**src/thermocouple_frame_moving_average_top_defines.svh**
```systemverilog
// Assertion macros shared by the thermocouple frame averager RTL.
// No dependencies; include by bare file name where assertions are written.
`ifndef THERMOCOUPLE_FRAME_MOVING_AVERAGE_TOP_DEFINES_SVH
`define THERMOCOUPLE_FRAME_MOVING_AVERAGE_TOP_DEFINES_SVH

// Consequent must hold in the cycle after the antecedent.
`define TFMA_ASSERT_NEXT(label, clk, rst, ante, cons) \
   label: assert property (@(posedge clk) disable iff (rst) (ante) |=> (cons)) \
      else $error("tfma: next-cycle check failed");

// Consequent must hold in the same cycle as the antecedent.
`define TFMA_ASSERT_SAME(label, clk, rst, ante, cons) \
   label: assert property (@(posedge clk) disable iff (rst) (ante) |-> (cons)) \
      else $error("tfma: same-cycle check failed");

`endif

```
**src/tfma_pkg.sv**
```systemverilog
// Package for the thermocouple frame averager: widths, command codes, word types.
// No dependencies.
`default_nettype none

package tfma_pkg;

   // Ring depth is a power of two; the average is a shift of the sum.
   localparam int SAMPLES_LOG2 = 3;
   localparam int SAMPLES      = 1 << SAMPLES_LOG2;
   localparam int SLOT_W       = SAMPLES_LOG2;

   localparam int FRAME_W      = 32;
   localparam int SAMPLE_W     = 12;
   localparam int TEMP_SHIFT   = 18;
   localparam int FAULT_W      = 3;
   localparam int SUM_W        = SAMPLE_W + SAMPLES_LOG2;
   localparam int SUM_EXT_W    = 18;
   localparam int OUT_SUM_W    = 15;

   typedef enum logic {
      CMD_INSERT = 1'b0,
      CMD_PRIME  = 1'b1
   } cmd_type;

   typedef struct packed {
      cmd_type              command;
      logic [FRAME_W-1:0]   raw_frame;
   } req_word_type;

   typedef struct packed {
      logic [SAMPLE_W-1:0]  sample_quarters;
      logic [FAULT_W-1:0]   fault_bits;
      logic [SAMPLE_W-1:0]  average_quarters;
      logic [OUT_SUM_W-1:0] average_sum;
   } rsp_word_type;

   typedef struct packed {
      logic [SAMPLE_W-1:0]  sample;
      logic [FAULT_W-1:0]   faults;
   } decode_type;

endpackage

`default_nettype wire

```
**src/tfma_decode.sv**
```systemverilog
// Frame field extraction: temperature count and fault flags.
// Depends on tfma_pkg.
`default_nettype none

module tfma_decode
   import tfma_pkg::*;
(
   input  wire logic [FRAME_W-1:0] raw_frame,
   output decode_type              decoded
);

   // Sign and upper bits are dropped; temperature sits just below them.
   assign decoded.sample = raw_frame[TEMP_SHIFT +: SAMPLE_W];
   assign decoded.faults = raw_frame[FAULT_W-1:0];

endmodule

`default_nettype wire

```
**src/tfma_ring.sv**
```systemverilog
// Sample ring, write slot and running sum; gives the sum after the current word.
// Depends on tfma_pkg.
`default_nettype none

module tfma_ring
   import tfma_pkg::*;
(
   input  wire logic                clock,
   input  wire logic                reset,
   input  wire logic                fire,
   input  wire cmd_type             command,
   input  wire logic [SAMPLE_W-1:0] sample,
   output logic [SUM_W-1:0]         sum_next
);

   logic [SAMPLE_W-1:0] ring_ff [SAMPLES];
   logic [SLOT_W-1:0]   slot_ff;
   logic [SLOT_W-1:0]   slot_in;
   logic [SUM_W-1:0]    sum_ff;

   always_comb begin
      slot_in  = slot_ff;
      sum_next = sum_ff;
      case (command)
         CMD_PRIME: begin
            sum_next = SUM_W'(sample) << SAMPLES_LOG2;
         end
         default: begin
            // Drop the oldest entry, add the new one.
            sum_next = sum_ff - SUM_W'(ring_ff[slot_ff]) + SUM_W'(sample);
            slot_in  = SLOT_W'(slot_ff + 1'b1);
         end
      endcase
   end

   always_ff @(posedge clock) begin
      if (reset) begin
         slot_ff <= '0;
         sum_ff  <= '0;
         for (int k = 0; k < SAMPLES; k++) begin
            ring_ff[k] <= '0;
         end
      end else if (fire) begin
         slot_ff <= slot_in;
         sum_ff  <= sum_next;
         for (int k = 0; k < SAMPLES; k++) begin
            if (command == CMD_PRIME || SLOT_W'(k) == slot_ff) begin
               ring_ff[k] <= sample;
            end
         end
      end
   end

endmodule

`default_nettype wire

```
**src/thermocouple_frame_moving_average_top.sv**
```systemverilog
// Thermocouple frame averager top level: input register, decode, ring, result register.
// Depends on tfma_pkg, tfma_decode, tfma_ring and the assertion macro header.
//
// Takes one 32-bit converter frame per word and returns one result word per
// frame: the decoded temperature (frame bits 29..18, quarter degrees), the fault
// flags (frame bits 2..0), the running sum of the last SAMPLES samples and the
// floor of its mean. An insert command replaces the oldest ring entry; a prime
// command fills the whole ring with the frame's sample, so the average equals
// that sample. The block sustains one word per cycle while the result is not
// stalled: a word is held in the input register, the ring and running sum
// update as it moves to the result register, and the next word is taken in
// the same cycle. Result valid rises once the word has moved from the input
// register into the result register. The running sum update (one subtract
// and one add of 15 bits) is the only path of note. Reset is synchronous and
// clears the ring, the write slot and the sum to zero.
`default_nettype none
`include "thermocouple_frame_moving_average_top_defines.svh"

module thermocouple_frame_moving_average_top
   import tfma_pkg::*;
(
   input  wire logic          clock,
   input  wire logic          reset,
   input  wire logic          req_valid,
   output logic               req_stall,
   input  wire req_word_type  req_word,
   output logic               rsp_valid,
   input  wire logic          rsp_stall,
   output rsp_word_type       rsp_word
);

   logic             in_valid_ff;
   req_word_type     in_word_ff;
   logic             rsp_valid_ff;
   rsp_word_type     rsp_word_ff;
   rsp_word_type     rsp_word_in;

   logic             out_free;
   logic             fire;
   logic             req_take;
   decode_type       decoded;
   logic [SUM_W-1:0] sum_next;
   logic [SUM_EXT_W-1:0] sum_wide;

   // Result register can take a word when empty or being drained this cycle.
   assign out_free  = !rsp_valid_ff || !rsp_stall;
   // Move the held word into the result register and update the ring.
   assign fire      = in_valid_ff && out_free;
   // Hold the input register while its word cannot advance.
   assign req_stall = in_valid_ff && !out_free;
   assign req_take  = req_valid && !req_stall;

   tfma_decode u_decode (
      .raw_frame (in_word_ff.raw_frame),
      .decoded   (decoded)
   );

   tfma_ring u_ring (
      .clock    (clock),
      .reset    (reset),
      .fire     (fire),
      .command  (in_word_ff.command),
      .sample   (decoded.sample),
      .sum_next (sum_next)
   );

   always_comb begin
      sum_wide                     = SUM_EXT_W'(sum_next);
      rsp_word_in.sample_quarters  = decoded.sample;
      rsp_word_in.fault_bits       = decoded.faults;
      // Mean is a shift: ring depth is a power of two.
      rsp_word_in.average_quarters = sum_next[SUM_W-1:SAMPLES_LOG2];
      rsp_word_in.average_sum      = sum_wide[OUT_SUM_W-1:0];
   end

   always_ff @(posedge clock) begin
      if (reset) begin
         in_valid_ff  <= 1'b0;
         rsp_valid_ff <= 1'b0;
      end else begin
         if (!req_stall) begin
            in_valid_ff <= req_valid;
         end
         if (out_free) begin
            rsp_valid_ff <= fire;
         end
      end
      // Payload registers: load on accept, hold otherwise.
      if (req_take) begin
         in_word_ff <= req_word;
      end
      if (fire) begin
         rsp_word_ff <= rsp_word_in;
      end
   end

   assign rsp_valid = rsp_valid_ff;
   assign rsp_word  = rsp_word_ff;

   `TFMA_ASSERT_NEXT(a_fire_gives_result, clock, reset, fire, rsp_valid_ff)
   `TFMA_ASSERT_NEXT(a_prime_avg_is_sample, clock, reset,
                     fire && in_word_ff.command == CMD_PRIME,
                     rsp_word_ff.average_quarters == rsp_word_ff.sample_quarters)
   `TFMA_ASSERT_NEXT(a_stall_holds_input, clock, reset, req_stall,
                     in_valid_ff && $stable(in_word_ff))
   `TFMA_ASSERT_SAME(a_stall_only_when_full, clock, reset, req_stall,
                     rsp_valid_ff && rsp_stall)

endmodule

`default_nettype wire
```
**config.mk**
```make
export PLATFORM = sky130hd
export DESIGN_NAME = thermocouple_frame_moving_average_top
export DESIGN_NICKNAME = d
export VERILOG_FILES = /design/src/tfma_pkg.sv /design/src/tfma_decode.sv /design/src/tfma_ring.sv /design/src/thermocouple_frame_moving_average_top.sv
export VERILOG_INCLUDE_DIRS = /design/src /design/src/src
export SDC_FILE = /design/constraint.sdc
export NUM_CORES = 1
export LEC_CHECK = 0
export BUFFER_PORTS_ARGS = -buffer_cell sky130_fd_sc_hd__buf_2
export CAP_MARGIN = 20
export CORE_ASPECT_RATIO = 0.9
export CORE_MARGIN = 2
export CORE_UTILIZATION = 55
export DETAILED_ROUTE_END_ITERATION = 6
export PLACE_DENSITY = 0.79
export SYNTH_ARGS = -nofsm -noshare
export SYNTH_HDL_FRONTEND = slang
export SYNTH_HIERARCHICAL = 1
export SYNTH_SLANG_ARGS = --single-unit
```
**constraint.sdc**
```tcl
create_clock -name clock -period 6.6 [get_ports clock]
set_input_delay 1.32 -clock clock [delete_from_list [all_inputs] [get_ports clock]]
set_output_delay 1.32 -clock clock [all_outputs]
set_load 0.02 [all_outputs]
```
Word level (Yosys, flattened, before mapping)
Memory sizes are Yosys's and may differ from the RTL's. A register that Yosys moved wholly into a read port is not among the register bits.
Index checks and enable logic that the tools add are counted.
{ "totals": {"regBits": 93, "mem_bits_rw": 96, "inputBits": 37, "word_cells": 93, "mem_count": 1} }
{ "op_classes": {"add_sub_neg": 3, "eq_ne": 7, "bitwise_logic": 9, "muxes": 45, "n_reduce_logical": 18} }
{ "mem_list": {"columns": ["name", "words", "width", "rd", "rd_ports_with_merged_regs", "wr", "line_no", "text"], "rows": [
  ["u_ring.ring_ff", 8, 12, 1, 1, 8, "tfma_ring.sv:16", "logic [SAMPLE_W-1:0] ring_ff [SAMPLES];"]
]} }
{ "ops": {"columns": ["operator", "n"], "rows": [
  ["$mux W12", 8],
  ["$mux W1", 34],
  ["$add A15 B12 Y15", 1],
  ["$mux W15", 1],
  ["$sub A15 B12 Y15", 1],
  ["$eq A3 B3 Y1 const A", 4],
  ["$logic_or A1 B1 Y1", 9],
  ["$or A1 B1 Y1", 8],
  ["$eq A2 B3 Y1 const A", 2],
  ["$mux W3", 2],
  ["$logic_not A1 Y1", 4],
  ["$add A3 B1 Y3 const B", 1],
  ["$eq A1 B3 Y1 const A", 1],
  ["$logic_and A1 B1 Y1", 3],
  ["$logic_not A3 Y1", 1],
  ["$reduce_and A2 Y1", 1],
  ["$not A1 Y1", 1]
]} }

Logic depth before layout (Yosys ltp)
{ "depth": {"depth_word": 7, "mapped_depth": 14} }

Modules after synthesis
The synthesis kept the hierarchy.
{ "modules_own_cells": {"columns": ["module", "area_each_um2", "cells_each", "seq_area_each_um2", "instances"], "rows": [
  ["tfma_ring", 6259.8, 543, 3303.2, 1],
  ["thermocouple_frame_moving_average_top", 2068.2, 85, 1931.9, 1],
  ["tfma_decode", 112.6, 15, 0.0, 1]
]} }

Least setup slack after synthesis
OpenSTA, ideal clock, no wires.
{ "synth_timing": {"path_kind": "input port to flip-flop", "start": "input rsp_stall", "end": "memory u_ring.ring_ff[6][0], enable pin", "setup_slack_ps": 751, "stages": 4, "setup_time_ps": 398, "n_path_buf": 1, "t_arrival_ps": 5451, "path_cell_list": "a21boi_0 > inv_1 > clkbuf_8 > o21ai_0"} }
{ "synth_rtl": {"columns": ["element", "line_no", "text"], "rows": [
  ["start, declared", "thermocouple_frame_moving_average_top.sv:28", "input wire logic rsp_stall,"],
  ["end, declared", "tfma_ring.sv:16", null]
]} }

==> metrics.yaml <==
outcome:
  run_status: "complete, no violations"
setup_path:
  setup.worst_path.start_class: "flop"
  required_time_reported_for_the_critical_path_endpoint_ps: 6750
  setup.reg_to_reg.worst_slack_ps: 1930
  cp_max_fanout: 14
  worstPathArrival_ps: 4830
  end_kind: "flop"
  crit_type: "flop to flop"
  rr_worst_depth: 13
  regToRegEndpoint: "rsp_word[24]"
clock_tree:
  cts_num_sinks: 165
  cts.repair.resized: 0
  holdBufCountCts: 0
  clock_insertion_delay_worst_skew_ps: 430
  maximum_buffer_depth_of_the_clock_tree: 2
  cts_tree: "yes"
  path_clk_slew_ps: 60
  cts_root_buf: "clkbuf_16"
  cts-htree-levels: 4
  count_of_buffers_added_by_post_cts_timing_repair_for_setup: 0
  tritoncts.num_buffers: 17
floorplanning:
  die_width_um: 130.6
  die_height_um: 117.9
  starting_utilization_of_the_core_area: 0.5642
  floorplan_die_area_mm2: 0.01540
  fp-row-count: 41
  design.portCount: 81
  floorplan.core_area_mm2: 0.01406
global_routing:
  grt_pass1_vias: 4910
  antenna_violations_before_repair: 0
  grt_pass1_wl_mm: 26.52
  grt-ovfl-total: 0
  global_route.usage.total: 0.2348
  pin_count_of_the_biggest_net_entering_global_routing: 40
detailed_routing:
  vias: 4871
  routed_wirelength_mm: 16.91
  drt-wirelength-per-cell_um: 19.44
  post-route-drc-count: 0
  postRouteAntennaNets: 0
  detail_route.first_pass.iterations: 5
  route.detailed.vias_per_inst: 5.599
  drt-initial-drc-count: 618
placed_design:
  port_buffers: 63
  finalWeightedCongestion: 0.8973
  place_hpwl_mm: 10.95
layout:
  synthToLayoutAreaGrowth_pct: 11.60
  final_util: 0.6296
  final_layout_size_suffix_gt1_frac: 0.2304
  fin_nets: 734
  insertedDiodeCount: 0
synthesis:
  syn_inst: 626
  synth.avg_cell_area_um2: 12.67
  yosysWarnings: 6
  synth_nets: 696
  post_synthesis_instance_area_mm2: 0.007930
sta:
  max_slew_violation_count: 0
  peak_freq_ghz: 0.2139
  slew_headroom: 0.3562
  final.period_utilization: 0.7082
  tightest_slew_ps: 964.5
  grt_setup_unrepaired: "no"
  hold_violations: 0
  setup_violations: 0
  setup_total_negative_slack_ps: 0
  period_needed_ps: 4674
  fin_skew_ps: 16.41
min_path:
  hold_depth: 0
  min-delay-start: "in_word_ff[0]"
  min_to: "rsp_word[27]"
  min-delay-path-class: "flop to flop"
pwr:
  worst_vdd_drop_uv: 276.3
  leakage_nw: 3.584
  power_density_mw_per_mm2: 318.4
flow_run:
  cap_viol_max_count: 0
==> through the flow <==
step / setup slack (ps) / cells / instance area [um2] / power (W) / hold WS [ps]
2_1_floorplan: 751.4 / 626 / 7930 / 0.001687 / 460.2
3_3_place_gp: 1972 / 837 / 8223 / 0.001784 / 400.8
3_5_place_dp: 1925 / 837 / 8223 / 0.001808 / 405.4
4_1_cts: 1860 / 869 / 8835 / 0.002821 / 420.0
5_1_grt: 1549 / 870 / 8850 / 0.002936 / 428.7
6_report: 1926 / 870 / 8850 / 0.002818 / 418.8
==> cell type report <==
class                   instances  area [um2]
flip-flops and latches        165        4725
clock buffers                  21       470.5
clock inverters                11       141.4
well taps                     193       241.5
inverters                      71       266.5
multi-input cells             336        2608
fillers                      1048        5206
repair buffers                 73       397.9
==> critical path, stage by stage (launching register included) <==
cell and delay [ps]:
dfxtp_1 960, buf_4 400, mux4_2 560, mux2_2 310
ha_1 280, inv_1 40, ha_1 200, fa_1 440
a211oi_1 370, o21ai_2 170, nand4_1 110, o211ai_1 110
xnor2_1 320, o21ai_0 140
==> flip-flops by register name, summed over array words and instances, names as in the netlist, named ones only <==
signal / count
u_ring/ring_ff: 96
rsp_word: 30
in_word_ff: 16
u_ring/sum_ff: 15
u_ring/slot_ff: 3
in_valid_ff: 1
rsp_valid: 1
==> report_power, final <==
group	switching [W]	internal [W]	total, W
Clock	0.000416	0.000597	0.00101
Combinational	0.000344	0.000211	0.000556
Sequential	0.0000322	0.00122	0.00125
Total	0.000792	0.00203	0.00282
==> placed cells by master, fill, tap and decap left out, types with 4 or more instances in the layout <==
master	instances
mux2i_1	7
o211a_1	4
o21a_1	5
nor2b_1	7
dfxtp_1	23
mux2_2	14
nand2_1	51
o21ai_0	16
buf_4	9
ha_1	21
a211oi_1	4
nor3_1	5
clkbuf_16	17
fa_1	12
edfxtp_1	142
xnor2_1	7
a21o_1	5
nor2_1	93
mux4_2	24
inv_1	70
a21oi_1	17
buf_2	63
==> per-layer routing <==
| metal | global-route usage | vias up | part of all wire |
|---|---|---|---|
| met5 | 0 | - | 0 |
| met4 | 0.05984 | 0 | 0.016 |
| met3 | 0.07273 | 26 | 0.092 |
| met2 | 0.3743 | 234 | 0.49 |
| met1 | 0.3159 | 2381 | 0.40 |
| li1 | - | 2230 | - |
==> how the worst max path moves through the flow <==
stage	from	endpoint	cells after the start
after global placement	flop	rsp_word[24]	13
after global routing	flop	rsp_word[25]	12
after floorplan	rsp_stall	u_ring/ring_ff[6][0]	4
final	flop	rsp_word[24]	13
after detailed placement	flop	rsp_word[24]	13
after CTS	flop	rsp_word[24]	13
Power figures use the tool's default switching activity.
